===== config.mk =====
export PLATFORM = sky130hd
export DESIGN_NAME = floppy_controller_command_fifo
export DESIGN_NICKNAME = d
export VERILOG_FILES = /design/src/rtl/fdc_pkg.sv /design/src/rtl/fdc_chs_conv.sv /design/src/rtl/floppy_controller_command_fifo.sv
export SDC_FILE = /design/constraint.sdc
export NUM_CORES = 1
export LEC_CHECK = 0
export BUFFER_PORTS_ARGS = -buffer_cell sky130_fd_sc_hd__buf_2
export CAP_MARGIN = 15
export CELL_PAD_IN_SITES_DETAIL_PLACEMENT = 1
export CELL_PAD_IN_SITES_GLOBAL_PLACEMENT = 2
export CORE_ASPECT_RATIO = 1.25
export CORE_MARGIN = 2
export CORE_UTILIZATION = 39
export CTS_CLUSTER_SIZE = 12
export DETAILED_ROUTE_END_ITERATION = 12
export PLACE_DENSITY = 0.88
export SETUP_SLACK_MARGIN = 0.02
export SLEW_MARGIN = 20
export SYNTH_ARGS = -nofsm -noshare
export SYNTH_HDL_FRONTEND = slang
export SYNTH_SLANG_ARGS = --single-unit

===== constraint.sdc =====
create_clock -name clk -period 12.4 [get_ports clk]
set_clock_uncertainty 0.15 [all_clocks]
set_input_delay 1.86 -clock clk [delete_from_list [all_inputs] [get_ports clk]]
set_output_delay 1.86 -clock clk [all_outputs]
set_load 0.005 [all_outputs]

===== src/rtl/fdc_pkg.sv =====
`timescale 1ns / 1ps

package fdc_pkg;

    // Disk geometry and FIFO size
    localparam int SECTORS_PER_TRACK = 18;
    localparam int HEADS_PER_CYL     = 2;
    localparam int FIFO_DEPTH        = 16;
    localparam int FIFO_IDX_W        = $clog2(FIFO_DEPTH);
    localparam int FIFO_POS_W        = 5;
    localparam int FIFO_POS_MAX      = 2 ** FIFO_POS_W - 1;
    localparam int LBA_W             = 14;
    localparam int SECTORS_PER_CYL   = SECTORS_PER_TRACK * HEADS_PER_CYL;

    // Reciprocal used for the division by sectors per cylinder
    localparam int RECIP_SHIFT = 28;
    localparam int RECIP       = (2 ** RECIP_SHIFT + SECTORS_PER_CYL - 1) / SECTORS_PER_CYL;
    localparam int RECIP_W     = $clog2(RECIP + 1);
    localparam int PROD_W      = LBA_W + RECIP_W;

    // Port offsets
    localparam logic [2:0] PORT_DOR  = 3'd2;
    localparam logic [2:0] PORT_MSR  = 3'd4;
    localparam logic [2:0] PORT_FIFO = 3'd5;
    localparam logic [2:0] PORT_CCR  = 3'd7;

    // Command codes, low nibble of the first byte
    localparam logic [3:0] OP_SPECIFY   = 4'h3;
    localparam logic [3:0] OP_READ_DATA = 4'h6;
    localparam logic [3:0] OP_RECAL     = 4'h7;
    localparam logic [3:0] OP_SENSE_INT = 4'h8;
    localparam logic [3:0] OP_READ_ID   = 4'hA;
    localparam logic [3:0] OP_SEEK      = 4'hF;

    // Main status bits
    localparam logic [7:0] MSR_RDY  = 8'h80;
    localparam logic [7:0] MSR_DIO  = 8'h40;
    localparam logic [7:0] MSR_NDMA = 8'h20;
    localparam logic [7:0] MSR_BUSY = 8'h10;

    localparam int DOR_RST_BIT = 2;
    localparam int MT_BIT      = 7;

    // Error codes
    localparam logic [1:0] ERR_NONE  = 2'd0;
    localparam logic [1:0] ERR_PORT  = 2'd1;
    localparam logic [1:0] ERR_CMD   = 2'd2;
    localparam logic [1:0] ERR_NO_MT = 2'd3;

    typedef struct packed {
        logic       action;
        logic [2:0] port_offset;
        logic [7:0] write_data;
        logic [7:0] sectors_done;
    } fdc_in_t;

    typedef struct packed {
        logic [7:0]       read_data;
        logic             irq_level;
        logic             irq_pulse;
        logic             dma_request;
        logic [LBA_W-1:0] dma_lba;
        logic [7:0]       dma_count;
        logic [1:0]       error_code;
    } fdc_out_t;

    typedef struct packed {
        logic [7:0] cylinder;
        logic [7:0] head;
        logic [7:0] sector;
    } fdc_chs_t;

    // Number of bytes a command needs, zero for an unknown command
    function automatic logic [3:0] cmd_len(input logic [3:0] op);
        logic [3:0] len;
        case (op)
            OP_SPECIFY:   len = 4'd2;
            OP_READ_DATA: len = 4'd9;
            OP_RECAL:     len = 4'd2;
            OP_SENSE_INT: len = 4'd1;
            OP_READ_ID:   len = 4'd2;
            OP_SEEK:      len = 4'd3;
            default:      len = 4'd0;
        endcase
        return len;
    endfunction

endpackage


===== src/rtl/fdc_chs_conv.sv =====
`timescale 1ns / 1ps

module fdc_chs_conv
    import fdc_pkg::*;
(
    input  logic [LBA_W-1:0] lba,
    output fdc_chs_t         chs
);

    logic [PROD_W-1:0] prod;
    logic [LBA_W-1:0]  quot;
    logic [LBA_W-1:0]  quot_scaled;
    logic [LBA_W-1:0]  rem;
    logic              upper_head;
    logic [LBA_W-1:0]  sec_index;

    // The reciprocal is rounded up; for a 14-bit dividend the error stays
    // well under one part in the divisor, so the quotient is exact.
    assign prod        = PROD_W'(lba) * PROD_W'(RECIP);
    assign quot        = LBA_W'(prod[PROD_W-1:RECIP_SHIFT]);
    assign quot_scaled = quot * LBA_W'(SECTORS_PER_CYL);
    assign rem         = lba - quot_scaled;

    // The remainder is below two tracks, so one compare gives the head.
    assign upper_head = (rem >= LBA_W'(SECTORS_PER_TRACK));
    assign sec_index  = upper_head ? rem - LBA_W'(SECTORS_PER_TRACK) : rem;

    assign chs.cylinder = quot[7:0];
    assign chs.head     = {7'd0, upper_head};
    assign chs.sector   = sec_index[7:0] + 8'd1;

endmodule


===== src/rtl/floppy_controller_command_fifo.sv =====
`timescale 1ns / 1ps

// A bus word is held in the input register, and its result word in the output register.
// Throughput: one bus word per cycle while results are taken; a result word that
// is not taken stops intake once the input register is also full.
// Reset (rst_n low, asynchronous) empties the pipeline, sets the main status
// to ready, clears the FIFO pointers, interrupt and position (sector 1).
// FIFO contents are not reset.
module floppy_controller_command_fifo
    import fdc_pkg::*;
(
    input  logic     clk,
    input  logic     rst_n,
    input  logic     bus_valid,
    output logic     bus_ready,
    input  fdc_in_t  bus_item,
    output logic     res_valid,
    input  logic     res_ready,
    output fdc_out_t res_item
);

    fdc_in_t               item_reg;
    logic                  item_valid_reg;
    fdc_out_t              res_reg;
    logic                  res_valid_reg;
    logic                  advance;

    logic [7:0]            msr_reg;
    logic [7:0]            msr_next;
    logic [7:0]            fifo_reg [FIFO_DEPTH];
    logic [7:0]            fifo_next [FIFO_DEPTH];
    logic [FIFO_POS_W-1:0] pos_reg;
    logic [FIFO_POS_W-1:0] pos_next;
    logic [2:0]            rlen_reg;
    logic [2:0]            rlen_next;
    logic [7:0]            cyl_reg;
    logic [7:0]            cyl_next;
    logic [7:0]            head_reg;
    logic [7:0]            head_next;
    logic [7:0]            sec_reg;
    logic [7:0]            sec_next;
    logic                  irq_reg;
    logic                  irq_next;
    fdc_out_t              res_next;

    logic [LBA_W-1:0]      lba_reg;
    logic [LBA_W-1:0]      lba_next;
    logic [19:0]           lba_wide;
    logic [LBA_W-1:0]      end_lba;
    fdc_chs_t              end_chs;

    logic                  pos_in_range;
    logic [FIFO_POS_W-1:0] pos_step;
    logic [7:0]            first_byte;
    logic [3:0]            op;
    logic [3:0]            need;

    assign advance   = item_valid_reg && (!res_valid_reg || res_ready);
    assign bus_ready = !item_valid_reg || advance;
    assign res_valid = res_valid_reg;
    assign res_item  = res_reg;

    // Start sector of a read-data command, taken from the stored C, H, S
    // bytes. Those bytes are always written several words before the
    // command completes, so a registered copy is up to date when needed.
    assign lba_wide = ({12'd0, fifo_reg[2]} * 20'(HEADS_PER_CYL) + {12'd0, fifo_reg[3]})
                      * 20'(SECTORS_PER_TRACK) + {12'd0, fifo_reg[4]} - 20'd1;
    assign lba_next = lba_wide[LBA_W-1:0];
    assign end_lba  = lba_reg + LBA_W'(item_reg.sectors_done);

    fdc_chs_conv u_chs_conv (
        .lba (end_lba),
        .chs (end_chs)
    );

    assign pos_in_range = (pos_reg < FIFO_POS_W'(FIFO_DEPTH));
    assign first_byte   = (pos_reg == '0) ? item_reg.write_data : fifo_reg[0];
    assign op           = first_byte[3:0];
    assign need         = cmd_len(op);

    always_comb
    begin
        msr_next  = msr_reg;
        fifo_next = fifo_reg;
        pos_next  = pos_reg;
        rlen_next = rlen_reg;
        cyl_next  = cyl_reg;
        head_next = head_reg;
        sec_next  = sec_reg;
        irq_next  = irq_reg;
        res_next  = '0;
        pos_step  = pos_reg;

        if (!item_reg.action) begin
            if (item_reg.port_offset == PORT_MSR) begin
                res_next.read_data = msr_reg;
            end
            else if (item_reg.port_offset == PORT_FIFO) begin
                res_next.read_data = pos_in_range ? fifo_reg[pos_reg[FIFO_IDX_W-1:0]] : 8'd0;
                if (pos_reg != FIFO_POS_W'(FIFO_POS_MAX)) begin
                    pos_step = pos_reg + FIFO_POS_W'(1);
                end
                pos_next = pos_step;
                if (pos_step >= FIFO_POS_W'(rlen_reg)) begin
                    pos_next = '0;
                    msr_next = MSR_RDY | MSR_NDMA;
                    irq_next = 1'b0;
                end
            end
            else begin
                res_next.error_code = ERR_PORT;
            end
        end
        else begin
            case (item_reg.port_offset)
                PORT_DOR:
                begin
                    if (item_reg.write_data[DOR_RST_BIT]) begin
                        msr_next           = MSR_RDY;
                        pos_next           = '0;
                        rlen_next          = '0;
                        cyl_next           = 8'd0;
                        head_next          = 8'd0;
                        sec_next           = 8'd1;
                        irq_next           = 1'b1;
                        res_next.irq_pulse = 1'b1;
                    end
                end
                PORT_CCR:
                begin
                    // Data rate select is accepted but not stored.
                end
                PORT_FIFO:
                begin
                    if (need == 4'd0) begin
                        res_next.error_code = ERR_CMD;
                    end
                    else begin
                        msr_next = msr_reg | MSR_BUSY;
                        if (pos_in_range) begin
                            fifo_next[pos_reg[FIFO_IDX_W-1:0]] = item_reg.write_data;
                            pos_step = pos_reg + FIFO_POS_W'(1);
                        end
                        pos_next = pos_step;
                        if (pos_step >= FIFO_POS_W'(need)) begin
                            case (op)
                                OP_SPECIFY:
                                begin
                                    pos_next  = '0;
                                    rlen_next = '0;
                                end
                                OP_READ_DATA:
                                begin
                                    if (!fifo_next[0][MT_BIT]) begin
                                        res_next.error_code = ERR_NO_MT;
                                        pos_next            = '0;
                                        rlen_next           = '0;
                                        msr_next            = MSR_RDY;
                                    end
                                    else begin
                                        res_next.dma_request = 1'b1;
                                        res_next.dma_lba     = lba_reg;
                                        res_next.dma_count   = fifo_next[6];
                                        cyl_next             = end_chs.cylinder;
                                        head_next            = end_chs.head;
                                        sec_next             = end_chs.sector;
                                        fifo_next[0]         = 8'd0;
                                        fifo_next[1]         = 8'd0;
                                        fifo_next[2]         = 8'd0;
                                        fifo_next[3]         = end_chs.cylinder;
                                        fifo_next[4]         = end_chs.head;
                                        fifo_next[5]         = end_chs.sector;
                                        fifo_next[6]         = 8'd2;
                                        rlen_next            = 3'd7;
                                        pos_next             = '0;
                                        msr_next             = MSR_RDY | MSR_DIO;
                                        irq_next             = 1'b1;
                                    end
                                end
                                OP_RECAL:
                                begin
                                    cyl_next           = 8'd0;
                                    head_next          = 8'd0;
                                    sec_next           = 8'd1;
                                    msr_next           = MSR_RDY;
                                    pos_next           = '0;
                                    irq_next           = 1'b1;
                                    res_next.irq_pulse = 1'b1;
                                end
                                OP_SENSE_INT:
                                begin
                                    msr_next     = MSR_RDY | MSR_DIO;
                                    rlen_next    = 3'd2;
                                    pos_next     = '0;
                                    fifo_next[0] = 8'd0;
                                    fifo_next[1] = 8'd0;
                                    irq_next     = 1'b0;
                                end
                                OP_READ_ID:
                                begin
                                    fifo_next[0] = 8'd0;
                                    fifo_next[1] = 8'd0;
                                    fifo_next[2] = 8'd0;
                                    fifo_next[3] = cyl_reg;
                                    fifo_next[4] = head_reg;
                                    fifo_next[5] = sec_reg;
                                    fifo_next[6] = 8'd2;
                                    rlen_next    = 3'd7;
                                    pos_next     = '0;
                                    msr_next     = MSR_RDY | MSR_DIO;
                                    irq_next     = 1'b1;
                                end
                                default:
                                begin
                                    // Seek: the head number sits above the drive select bits.
                                    head_next = {2'd0, fifo_next[1][7:2]};
                                    cyl_next  = fifo_next[2];
                                    pos_next  = '0;
                                    rlen_next = '0;
                                    msr_next  = MSR_RDY | MSR_NDMA;
                                    irq_next  = 1'b1;
                                end
                            endcase
                        end
                    end
                end
                default:
                begin
                    res_next.error_code = ERR_PORT;
                end
            endcase
        end

        res_next.irq_level = irq_next;
    end

    always_ff @(posedge clk or negedge rst_n)
    begin
        if (!rst_n) begin
            item_valid_reg <= 1'b0;
            res_valid_reg  <= 1'b0;
            msr_reg        <= MSR_RDY;
            pos_reg        <= '0;
            rlen_reg       <= '0;
            cyl_reg        <= 8'd0;
            head_reg       <= 8'd0;
            sec_reg        <= 8'd1;
            irq_reg        <= 1'b0;
        end
        else begin
            if (bus_ready) begin
                item_valid_reg <= bus_valid;
            end
            if (advance) begin
                res_valid_reg <= 1'b1;
                msr_reg       <= msr_next;
                pos_reg       <= pos_next;
                rlen_reg      <= rlen_next;
                cyl_reg       <= cyl_next;
                head_reg      <= head_next;
                sec_reg       <= sec_next;
                irq_reg       <= irq_next;
            end
            else if (res_ready) begin
                res_valid_reg <= 1'b0;
            end
        end
    end

    always_ff @(posedge clk)
    begin
        if (bus_ready && bus_valid) begin
            item_reg <= bus_item;
        end
        if (advance) begin
            res_reg   <= res_next;
            fifo_reg  <= fifo_next;
        end
        lba_reg <= lba_next;
    end

endmodule


==> flow_summary.yaml <==
status:
  status: "finished, violations left"
  violations: "negative setup slack"
die:
  start_util_pct: 39.5
  rows: 87
  fp.dieH_microns: 243
  die_x_microns: 195
  ios: 61
  core_area_sq_um: 45200
  die_area_sq_um: 47500
grt:
  grt_pass1_wl_microns: 84900
  grt_max_degree: 58
  grt_pass1_vias: 14726
  track_usage_pct: 23.1
  grt_overflow_total: 0
  antenna_found_initial: 0
layout:
  antennaDiodeCount: 0
  fin_util_pct: 45.6
  largest_reg_flops: 128
  area_growth_pct: 15.4
  nNetsFinal: 2098
  drive_gt1_share_pct: 18.1
placed_design:
  portBuffers: 60
  place.gp.congestion: 0.920
  hpwl_microns: 42000
worst_setup_path:
  reg2reg_slack_ns: -0.04
  critPathTopFamily: "adder cells"
  setup.worst_path.end_class: "flop"
  cp.arrival_ns: 12.58
  worst_path_largest_cell_delay_ns: 0.63
  critPathLaunchType: "flop"
  cpMaxStageDelayCell: "fa_2"
  cp.required_ns: 12.53
  cp_max_fo: 6
  crit_type: "reg2reg"
  worst-path-buf-inv: 7
sta:
  slew_violations: 0
  post-route-period-util_pct: 100
  hold_viol_final: 0
  tightest_slew_ns: 0.987
  clock.fmax_mhz: 80.4
  min_period_ns: 12.44
  setup_viol: 1
  final.setup.tns_ns: -0.0416
  relSlewSlack_pct: 33.7
  rsz0062_at_grt: "true"
  timing.final.ws_setup_ns: -0.0416
cts:
  clock_tree.root_cell: "clkbuf_16"
  tritoncts: "built"
  clk_latency_ns: 0.54
  clock-sinks: 233
  numCtsBuffers: 25
  cts.path.max_buffers: 3
  clk_pin_slew_worst_paths_ns: 0.06
  htree_levels: 1
synth:
  avgSynthCellArea_sq_um: 10.7
  yosysWarnings: 0
  postSynth.asyncResetShare_pct: 15.5
  synth_edf_count: 183
  synth_cell_types: 78
  synthFlopType: "edfxtp_1"
  synthesis.area_sq_um: 17800
  ys_ff_latch: 233
  synth_top_cell_area_share_pct: 30.8
  synth_area_leaders: "edfxtp_1 31%, ha_1 14%, fa_1 9.0%"
  ys_seq_area_share_pct: 37.4
  syn_nets: 1978
  netlist_instances: 1670
  yosys.area.top_type: "edfxtp_1"
detailed_routing:
  firstDrtPassIters: 5
  route.final.wire_length_microns: 54300
  ant_nets: 0
  first_iter_violations: 798
  drc: 0
  wl_per_cell_microns: 22.8
  dr_total_vias: 13213
  viasPerCell: 5.54
worst_hold_path:
  hold_path_class: "reg2reg"
job:
  maxCapViolations: 0
## cells in the final DEF, fill, tap and decap left out, types with 11 or more instances in the layout
cell type and instances:
mux2i_1 52, inv_2 13, dfxtp_1 13, nand2b_1 23, nor2b_1 16, o22ai_1 13, ha_4 11, edfxtp_1 183
dfrtp_1 33, o21bai_1 13, o21ai_0 53, a21oi_1 72, mux4_2 40, xnor2_1 37, nand2_1 85, fa_1 76
inv_1 215, buf_4 85, a21o_1 22, ha_1 190, clkbuf_16 25, xor2_1 18, buf_2 60, nor2_1 183
and2_1 23, clkbuf_1 13, nand3_1 23, a22oi_1 13
## cell families after synthesis
group           Yosys count  share of synthesized area, %
simple gates            417                          10.8
flops                   233                          37.4
xor+xnor                 71                          3.84
buf+inv                 284                          6.02
fa+ha+maj               284                          23.3
mux                     100                          8.46
compound gates          281                          10.2
## synthesized netlist by cell type (all sizes together), types with 4 or more instances
master / instances
a21oi: 82
edfxtp: 183
inv: 228
xor2: 22
mux2: 6
o211ai: 4
o2111ai: 4
o21bai: 15
a21boi: 8
ha: 204
nor2: 186
fa: 80
mux4: 40
and2: 23
or2: 4
a31oi: 5
o22ai: 14
dfxtp: 14
a211oi: 5
a22oi: 15
o21a: 7
nand2b: 24
and3: 9
a22o: 4
nand3b: 5
mux2i: 54
dfrtp: 34
nand2: 88
nor2b: 16
o31ai: 9
buf: 17
nor3: 13
o21ai: 64
nand3: 25
nand4: 10
a21o: 22
clkbuf: 39
xnor2: 47
## through the flow
step	instances	setup slack (ns)	instance area [sq um]	hold WS (ns)
2_1_floorplan	1670	0.0728	17900	0.298
3_3_place_gp	2315	-0.0624	19200	0.311
3_5_place_dp	2315	-0.670	19200	0.320
4_1_cts	2384	-0.117	20400	0.339
5_1_grt	2386	-0.666	20600	0.373
6_report	2386	-0.0416	20600	0.333
## final cells by class
class                      instances  area [sq um]
clock buffer                      42           729
timing repair buffer             149           983
sequential                       233          6680
tap                              578           723
multi-input combinational       1153         10500
clock inverter                     3          71.3
inverter                         228           856
fill                            4857         24600
## final timing paths
kind / start / endpoint / cells after the start
setup / recovery: item_reg[0] / fifo_reg[86] / 56
hold / removal: cyl_reg[7] / cyl_reg[7] / 2
setup reg to reg: item_reg[0] / fifo_reg[86] / 56
hold reg to reg: cyl_reg[7] / cyl_reg[7] / 2
max in group asynchronous: rst_n / pos_reg[0] / 1
min in group asynchronous: rst_n / res_valid / 1
## layer usage
layer	GRT usage (%)	up-vias	routed length, microns
met5	0	-	0
met2	44.7	330	29900
met4	10.9	0	2720
met1	25.2	6701	19900
met3	2.07	131	1860
li1	-	6051	-
## what timing repair did
action / CTS / global route
hold buffers: 0 / 0
cloned: 0 / 0
resized for setup: 56 / 27
endpoints found under the setup margin: 8 / 13
buffers inserted: 25 / 4
pin swaps: 66 / 52
endpoints found under the hold margin: 0 / 0
## worst min-delay path, stage by stage (launching register included)
cell and delay [ns]:
dfrtp_1 0.35, nand2_1 0.05, o31ai_1 0.05
Power is left out: the tool's default activity adds up to more than one toggle a clock period on the data nets, which glitch-free logic cannot reach.
